`src/rtl/nearest_palette_color_assert.svh`:
```
// assertion macros for the palette block
`ifndef NEAREST_PALETTE_COLOR_ASSERT_SVH
`define NEAREST_PALETTE_COLOR_ASSERT_SVH

// same-cycle implication
`define NPC_ASSERT_IMPL(label, ante, cons) \
  label: assert property (@(posedge clk) disable iff (rst) (ante) |-> (cons)) \
    else $error("npc same-cycle check failed");

// next-cycle implication
`define NPC_ASSERT_NEXT(label, ante, cons) \
  label: assert property (@(posedge clk) disable iff (rst) (ante) |=> (cons)) \
    else $error("npc next-cycle check failed");

`endif

```
`src/rtl/npc_pkg.sv`:
```
`default_nettype none

package npc_pkg;

  localparam int COUNT_W = 9;
  localparam int DIST_W  = 18;

  localparam logic [1:0] OP_WRITE   = 2'd0;
  localparam logic [1:0] OP_NEAREST = 2'd1;
  localparam logic [1:0] OP_READ    = 2'd2;

  localparam logic [DIST_W-1:0] W_RED   = DIST_W'(299);
  localparam logic [DIST_W-1:0] W_GREEN = DIST_W'(587);
  localparam logic [DIST_W-1:0] W_BLUE  = DIST_W'(114);

  typedef struct packed {
    logic [7:0] red;
    logic [7:0] green;
    logic [7:0] blue;
  } rgb_t;

  typedef struct packed {
    logic [1:0] op;
    logic [7:0] index;
    logic [7:0] red;
    logic [7:0] green;
    logic [7:0] blue;
  } item_t;

  typedef struct packed {
    logic [7:0] found_index;
    logic [7:0] out_red;
    logic [7:0] out_green;
    logic [7:0] out_blue;
    logic       ok;
  } result_t;

  typedef enum logic [1:0] {
    ST_IDLE,
    ST_READ,
    ST_SCAN,
    ST_HOLD
  } state_t;

endpackage

`default_nettype wire

```
`src/rtl/npc_dist.sv`:
```
`default_nettype none

module npc_dist #(
  parameter int AW = 8
) (
  input  wire                               clk,
  input  wire                               rst,
  input  wire                               entry_valid,
  input  wire  [AW-1:0]                     entry_idx,
  input  npc_pkg::rgb_t                     entry,
  input  npc_pkg::rgb_t                     target,
  output logic                              dist_valid,
  output logic [AW-1:0]                     dist_idx,
  output logic [npc_pkg::DIST_W-1:0]        distance
);

  logic [7:0]                   dr;
  logic [7:0]                   dg;
  logic [7:0]                   db;
  logic [npc_pkg::DIST_W-1:0]   dist_next;

  always_comb begin
    dr = (entry.red   > target.red)   ? entry.red   - target.red   : target.red   - entry.red;
    dg = (entry.green > target.green) ? entry.green - target.green : target.green - entry.green;
    db = (entry.blue  > target.blue)  ? entry.blue  - target.blue  : target.blue  - entry.blue;
    dist_next = npc_pkg::W_RED   * npc_pkg::DIST_W'(dr)
              + npc_pkg::W_GREEN * npc_pkg::DIST_W'(dg)
              + npc_pkg::W_BLUE  * npc_pkg::DIST_W'(db);
  end

  always_ff @(posedge clk) begin
    if (rst) begin
      dist_valid <= 1'b0;
    end else begin
      dist_valid <= entry_valid;
    end
    dist_idx <= entry_idx;
    distance <= dist_next;
  end

endmodule

`default_nettype wire
```
`config.mk`:
```
export PLATFORM = sky130hd
export DESIGN_NAME = npc_dist
export DESIGN_NICKNAME = d
export VERILOG_FILES = /design/src/rtl/nearest_palette_color_assert.svh /design/src/rtl/npc_pkg.sv /design/src/rtl/npc_dist.sv
export SDC_FILE = /design/constraint.sdc
export NUM_CORES = 1
export LEC_CHECK = 0
export BUFFER_PORTS_ARGS = -buffer_cell sky130_fd_sc_hd__buf_2
export CORE_MARGIN = 1.5
export CORE_UTILIZATION = 55
export DETAILED_ROUTE_END_ITERATION = 8
export PLACE_DENSITY = 0.8
export RECOVER_POWER = 25
export SETUP_SLACK_MARGIN = 0.1
export SLEW_MARGIN = 20
export SYNTH_ARGS = -nofsm -noshare
export SYNTH_HDL_FRONTEND = slang
export SYNTH_SLANG_ARGS = --single-unit
```
`constraint.sdc`:
```
create_clock -name clk -period 8 [get_ports clk]
set_clock_uncertainty 0.05 [all_clocks]
set_input_delay 0.8 -clock clk [delete_from_list [all_inputs] [get_ports clk]]
set_output_delay 0.8 -clock clk [all_outputs]
set_load 0.01 [all_outputs]
```
# Word level (Yosys, flattened, before mapping)
# Cells that the tools add are included.
[word_totals]
regBits = 27
in_bits = 59
out_inout_bits = 27
wordCells = 20
[op_classes]
add_sub_neg = 8
multipliers = 3
magnitude_cmp = 3
n_mux = 3
[ops]
columns = ["cell", "n"]
rows = [
  ["$sub A8 B8 Y8", 6],
  ["$gt A8 B8 Y1", 3],
  ["$mux W8", 3],
  ["$add A17 B18 Y18", 1],
  ["$add A18 B15 Y18", 1],
  ["$mul A10 B8 Y18 const A", 1],
  ["$mul A9 B8 Y17 const A", 1],
  ["$mul A6 B8 Y14 const A", 1],
]

# Longest topological paths before layout
# Gate-level depths: netlist of the first run.
[logic_depth]
word_depth = 5
ltp_mapped = 33
ltp_nobuf = 32

# Worst setup path before layout of the first run
# No wires, ideal clock.
[synth_path]
kind = "input to register"
start = "input entry[5] (netlist bit)"
end = "register distance[14] (netlist bit)"
arrival_ps = 7462
required_time_ps = 7878
setup_slack_ps = 416
stages = 28
path_buffers = 2
path_cell_list = "inv_1 > ha_1 > buf_2 > nand4_1 > or2_2 > o21ai_2 > buf_2 > mux2i_1 > fa_1 > inv_1 > fa_1 > ha_1 > ha_1 > fa_1 > xor2_1 > ha_1 > fa_1 > inv_1 > fa_1 > fa_1 > inv_1 > ha_1 > a21oi_1 > and2_1 > nor4_1 > or3_1 > a21oi_1 > xnor2_1"
[synth_via]
elab_chain_cells = 4
elab_cells_between_ends = 6
cone_classes = "add/sub (3); mul (1); order compare (1); mux (1)"
[synth_lines]
columns = ["item", "line_no", "rtl"]
rows = [
  ["start, declared", "npc_dist.sv:10", "input npc_pkg::rgb_t entry,"],
  ["$sub A8 B8 Y8 / $gt A8 B8 Y1 (equally long branches)", "npc_dist.sv:25", "db = (entry.blue > target.blue) ? entry.blue - target.blue : target.blue - entry.blue;"],
  ["$mux W8 *", "npc_dist.sv:25", ""],
  ["$mul A6 B8 Y14 *", "npc_dist.sv:28", "+ npc_pkg::W_BLUE * npc_pkg::DIST_W'(db);"],
  ["$add A18 B15 Y18 *", "npc_dist.sv:28", ""],
  ["net dist_next (one bit)", "npc_dist.sv:20", "logic [npc_pkg::DIST_W-1:0] dist_next;"],
  ["end signal, assigned", "npc_dist.sv:38", "distance <= dist_next;"],
  ["end, declared", "npc_dist.sv:14", "output logic [npc_pkg::DIST_W-1:0] distance"],
]
# Mark *: on every way through the listed nets, which the timed path passes. The rest lies on a longest branch.
# A chain may end at the register's enable or synchronous reset.

# Final worst setup path of the first run
[layout_path]
start = "input entry[0] (netlist bit)"
end = "register distance[14] (netlist bit)"
# The elaborated chain is that of the path after synthesis.

==> flow_metrics.py, run 1 <==
metrics = {
    "clock_network": {
        "cts_root_buffer": "clkbuf_16",
        "hold_buffers": 0,
        "cts.sinks": 27,
        "cts_tree": "done",
        "cts.clk_slew.worst_paths_ns": 0.07,
        "numCtsBuffers": 3,
        "cts.htree.levels": 1,
        "max-clock-path-buffers": 2,
    },
    "layout": {
        "final_nets": 1084,
        "drive_gt1_frac": 0.155,
        "diodes": 0,
        "n_fill_cell": 960,
        "area_delta_synth_final_pct": 12.7,
    },
    "detailed_routing": {
        "vias": 4861,
        "drt_first_pass_iters": 5,
        "routed_wl_um": 11900,
        "drtAntennaViolNets": 0,
        "drc": 0,
        "drt_iter0_drc": 208,
        "wl_per_cell_um": 12.6,
        "avgViaCountPerCell": 5.17,
    },
    "placed_design": {
        "port_buffers": 85,
        "hpwl_um": 10800,
        "gp_congestion": 0.887,
    },
    "grt": {
        "grt_pass1_vias": 4703,
        "grt_util_all_layers": 0.195,
        "grt_pass1_wl_um": 20300,
        "antenna_found_initial": 0,
        "grt_max_degree": 18,
        "overflow": 0,
    },
    "synthesis": {
        "synth_fp_nets": 984,
        "netlist_area_sq_um": 6400,
        "ys.warnings.count": 0,
        "avgSynthCellArea_sq_um": 9.16,
        "ys.flop_type": "dfxtp_1",
        "ys_seq_area_frac": 0.0844,
        "synthCells": 699,
        "async_reset_ff_frac": 0,
        "synthDistinctLibCells": 44,
        "ys_ff_latch": 27,
        "synth_edf_count": 0,
    },
    "worst_setup_path": {
        "worstSetupPathType": "input port to flip-flop",
        "path_buf_inv": 7,
        "cp-startpoint": "entry[0]",
        "cp_max_fo": 3,
        "cpPeakStageDelay_ns": 0.54,
        "critical_path.top_delay_family": "adder cells",
        "endpoint": "distance[14]",
        "slowest_stage": "fa_1",
        "cp.required_ns": 8.14,
        "end_kind": "flip-flop",
        "cp.depth": 30,
        "worstPathArrival_ns": 7.63,
        "critPathLaunchType": "input port",
    },
    "hold_path": {
        "hp-class": "input port to flip-flop",
        "min-delay-start": "entry_idx[0]",
    },
    "timing": {
        "min_period_ns": 7.49,
        "maxSlewViolCount": 0,
        "hold_viol": 0,
        "finalSetupViolations": 0,
        "tightest_slew_ns": 0.663,
        "rsz0062_at_grt": "no",
        "fin_tns_setup_ns": 0,
        "finalCritPeriodShare": 0.937,
        "fmax_mhz": 133,
        "maxSlewHeadroom": 0.555,
    },
    "floorplanning": {
        "placementRows": 39,
        "core_area_sq_um": 11400,
        "die_h_um": 111,
        "die_area_sq_um": 12300,
        "start_util": 0.563,
        "die_x_um": 111,
        "pin_count": 86,
    },
    "outcome": {
        "status": "completed",
    },
    "job": {
        "max_cap_viol_count": 0,
    },
}
## synth_stat cells (5+ instances only)
master	number	area [sq um]
nand4_1	5	31.3
mux2i_1	12	120
inv_1	170	638
a21oi_1	50	250
o21bai_1	7	52.6
xor2_1	18	158
ha_1	150	1880
and2_1	6	37.5
fa_1	76	1520
dfxtp_1	27	541
a211oi_1	8	60.1
mux2_2	5	56.3
o21ai_0	16	80.1
buf_2	6	30.0
nor2_1	20	75.1
xnor2_1	34	298
a21o_1	15	113
nand2_1	20	75.1
## logic make-up after synthesis
| kind of cell | count (synthesis) | synth area share |
|---|---|---|
| fa+ha+maj | 226 | 0.531 |
| compound gates | 126 | 0.124 |
| flops | 27 | 0.0844 |
| xor+xnor | 52 | 0.0711 |
| mux | 18 | 0.0299 |
| simple gates | 72 | 0.0535 |
| buf+inv | 178 | 0.106 |
## layout make-up
type	count	area, sq um	area share
Sequential cell	27	541	0.0749
Clock inverter	1	7.51	0.00104
Timing Repair Buffer	103	557	0.0772
Inverter	170	638	0.0884
Tap cell	143	179	0.0248
Clock buffer	3	75.1	0.0104
Multi-Input combinational cell	494	5220	0.723
## metrics by stage
stage	area [sq um]	hold WS, ns	setup WS [ns]	cells	utilization
after floorplan	6400	0.778	0.416	699	-
after global placement	7080	0.853	0.188	934	0.623
after detailed placement	7080	0.854	0.0436	934	0.623
after CTS	7160	0.584	0.290	938	0.630
after global routing	7220	0.579	0.119	941	0.635
final	7220	0.586	0.507	941	0.635
## flip-flops by register name, summed over array words and instances (netlist names)
register	cells
distance	18
dist_valid	1
dist_idx	8
## how the worst min path moves through the flow
stage	slack [ns]	depth (start not counted)	end
after floorplan	0.78	0	dist_idx[0]
after global placement	0.85	1	dist_idx[7]
after detailed placement	0.85	1	dist_idx[7]
after CTS	0.58	1	dist_idx[0]
after global routing	0.58	1	dist_idx[1]
final	0.59	1	dist_idx[0]
## layer usage
layer	share of wire	up-vias	global-route usage
li1	-	2460	-
met1	0.45	2283	0.254
met2	0.50	104	0.361
met3	0.038	14	0.0202
met4	0.0098	0	0.0179
met5	0	-	0
## layout by cell type (no fill, tap or decap), drive strengths merged, types with 4 or more instances in the layout
master / netlist / layout
inv: 170 / 170
ha: 150 / 150
buf: 7 / 99
fa: 76 / 76
a21oi: 50 / 50
xnor2: 34 / 34
dfxtp: 27 / 27
nand2: 20 / 20
nor2: 20 / 20
o21ai: 19 / 19
xor2: 18 / 18
a21o: 17 / 17
mux2i: 12 / 12
a211oi: 8 / 8
o21bai: 7 / 7
clkbuf: 1 / 7
and2: 6 / 6
mux2: 6 / 6
nand4: 5 / 5
o211ai: 4 / 4
a31oi: 4 / 4
nor2b: 4 / 4
nor3: 4 / 4
## repair_timing
action,CTS,global route
resized for setup,0,11
setup endpoints to repair,0,5
buffers inserted,0,3
Power of run 1 is left out: the tool's default activity adds up to more than one toggle a clock period on the data nets, which glitch-free logic cannot reach.
==> inputs of run 2 (changes only) <==
Settings changed: PLACE_DENSITY 0.8 to 0.86.
==> run 2 against run 1 <==
Wire length grew 2.5%. Utilization decreased by 0.18 points. Via count grew 1.5%. Cell count decreased by 0.32%. Setup slack got worse by 0.11 ns. Highest routed layer unchanged.
==> flow_metrics.py, run 2 (synthesis results as in run 1) <==
metrics = {
    "detailed_routing": {
        "wl_per_cell_um": 13.0,
        "drt_first_pass_iters": 4,
        "drtAntennaViolNets": 0,
        "routed_wl_um": 12200,
        "vias": 4935,
        "drt_iter0_drc": 165,
        "avgViaCountPerCell": 5.26,
        "drc": 0,
    },
    "floorplanning": {
        "placementRows": 39,
        "start_util": 0.563,
        "die_x_um": 111,
        "die_h_um": 111,
        "pin_count": 86,
        "core_area_sq_um": 11400,
        "die_area_sq_um": 12300,
    },
    "clock_network": {
        "cts.htree.levels": 1,
        "cts.clk_slew.worst_paths_ns": 0.06,
        "cts.sinks": 27,
        "numCtsBuffers": 3,
        "cts_root_buffer": "clkbuf_16",
        "max-clock-path-buffers": 2,
        "cts_tree": "done",
    },
    "layout": {
        "mostFrequentLayoutCells": "inv_1, ha_1, buf_2",
        "utilization": 0.633,
        "largest_reg_flops": 18,
        "reg.largest.list": "distance: 18 flops, dist_idx: 8 flops, dist_valid: 1 flops",
        "area_delta_synth_final_pct": 12.3,
        "final_nets": 1081,
        "diodes": 0,
        "layout_commonest_cell": "inv_1",
        "drive_gt1_frac": 0.155,
        "regMostFlops": "distance",
        "n_fill_cell": 911,
        "fin_cells": 938,
    },
    "grt": {
        "antenna_found_initial": 0,
        "grt_max_degree": 18,
        "grt_util_all_layers": 0.200,
        "overflow": 0,
        "grt_pass1_wl_um": 20900,
        "grt_pass1_vias": 4991,
    },
    "hold_path": {
        "min-delay-start": "entry_idx[4]",
        "hp-class": "input port to flip-flop",
    },
    "timing": {
        "min_period_ns": 7.61,
        "maxSlewHeadroom": 0.537,
        "fmax_mhz": 131,
        "finalCritPeriodShare": 0.951,
        "hold_viol": 0,
        "maxSlewViolCount": 0,
        "finalSetupViolations": 0,
        "rsz0062_at_grt": "no",
        "tightest_slew_ns": 0.690,
        "fin_tns_setup_ns": 0,
        "fin_ws_ns": 0.392,
    },
    "outcome": {
        "status": "completed",
    },
    "job": {
        "max_cap_viol_count": 0,
    },
    "worst_setup_path": {
        "cp.required_ns": 8.14,
        "worstPathArrival_ns": 7.74,
        "cp-startpoint": "entry[6]",
        "cp_max_fo": 6,
        "critPathLaunchType": "input port",
        "end_kind": "flip-flop",
        "worstSetupPathType": "input port to flip-flop",
    },
    "placed_design": {
        "gp_congestion": 0.883,
        "place_ws_ns": 0.00406,
        "port_buffers": 85,
        "dp_cells": 933,
        "hpwl_um": 11100,
    },
}
-- run 2: changes by cell type in the layout (fill, tap and decap cells not counted), moves of 2 or more --
cell     delta
buf_4       -2
a21oi_1     -2
a21oi_2     +2
o21ai_1     -2
-- run 2: critical path: stages --
cell,delay (ns)
buf_2,0.09
inv_1,0.04
ha_1,0.37
nand4_1,0.17
or2_2,0.36
o21ai_2,0.09
mux2_2,0.39
inv_1,0.08
fa_1,0.41
inv_1,0.09
fa_1,0.39
ha_1,0.31
ha_1,0.24
fa_2,0.36
xor2_1,0.16
ha_1,0.30
fa_1,0.50
inv_1,0.05
fa_1,0.46
fa_1,0.54
inv_1,0.04
ha_1,0.33
a21oi_2,0.22
and2_4,0.19
nor4_1,0.05
or3_1,0.37
a21oi_2,0.17
xnor2_1,0.13
-- run 2: area by class of cell --
class,instances,area [sq um],share of cell area
clock inverter,1,7.51,0.00104
tap,143,179,0.0249
clock buffer,3,75.1,0.0104
inverter,170,638,0.0887
sequential,27,541,0.0751
multi-input combinational,494,5220,0.725
timing repair buffer,100,537,0.0746
-- run 2: path summary, 6_finish.rpt --
| path | cells past startpoint | slack [ns] | to |
|---|---|---|---|
| worst max-delay path | 28 | 0.39 | distance[14] |
| worst min-delay path | 1 | 0.59 | dist_idx[4] |
-- run 2: per-stage QoR --
step                area (sq um)  hold WS [ns]
finish                      7200         0.591
global placement            7070         0.853
floorplan                   6400         0.778
detailed placement          7070         0.855
global route                7200         0.584
CTS                         7160         0.587
-- run 2: repair_timing --
action / 4_1_cts / 5_1_grt
endpoints found under the setup margin: 0 / 7
setup buffers: 0 / 1
endpoints found under the hold margin: 0 / 0
gates resized for setup: 0 / 11
hold buffers: 0 / 0
-- run 2: layer usage --
metal | vias up | GRT usage | share of wire
li1 | 2455 | - | -
met1 | 2339 | 0.251 | 0.42
met2 | 121 | 0.371 | 0.52
met3 | 20 | 0.0186 | 0.034
met4 | 0 | 0.0470 | 0.021
met5 | - | 0 | 0
Power of run 2 is left out for the same reason.
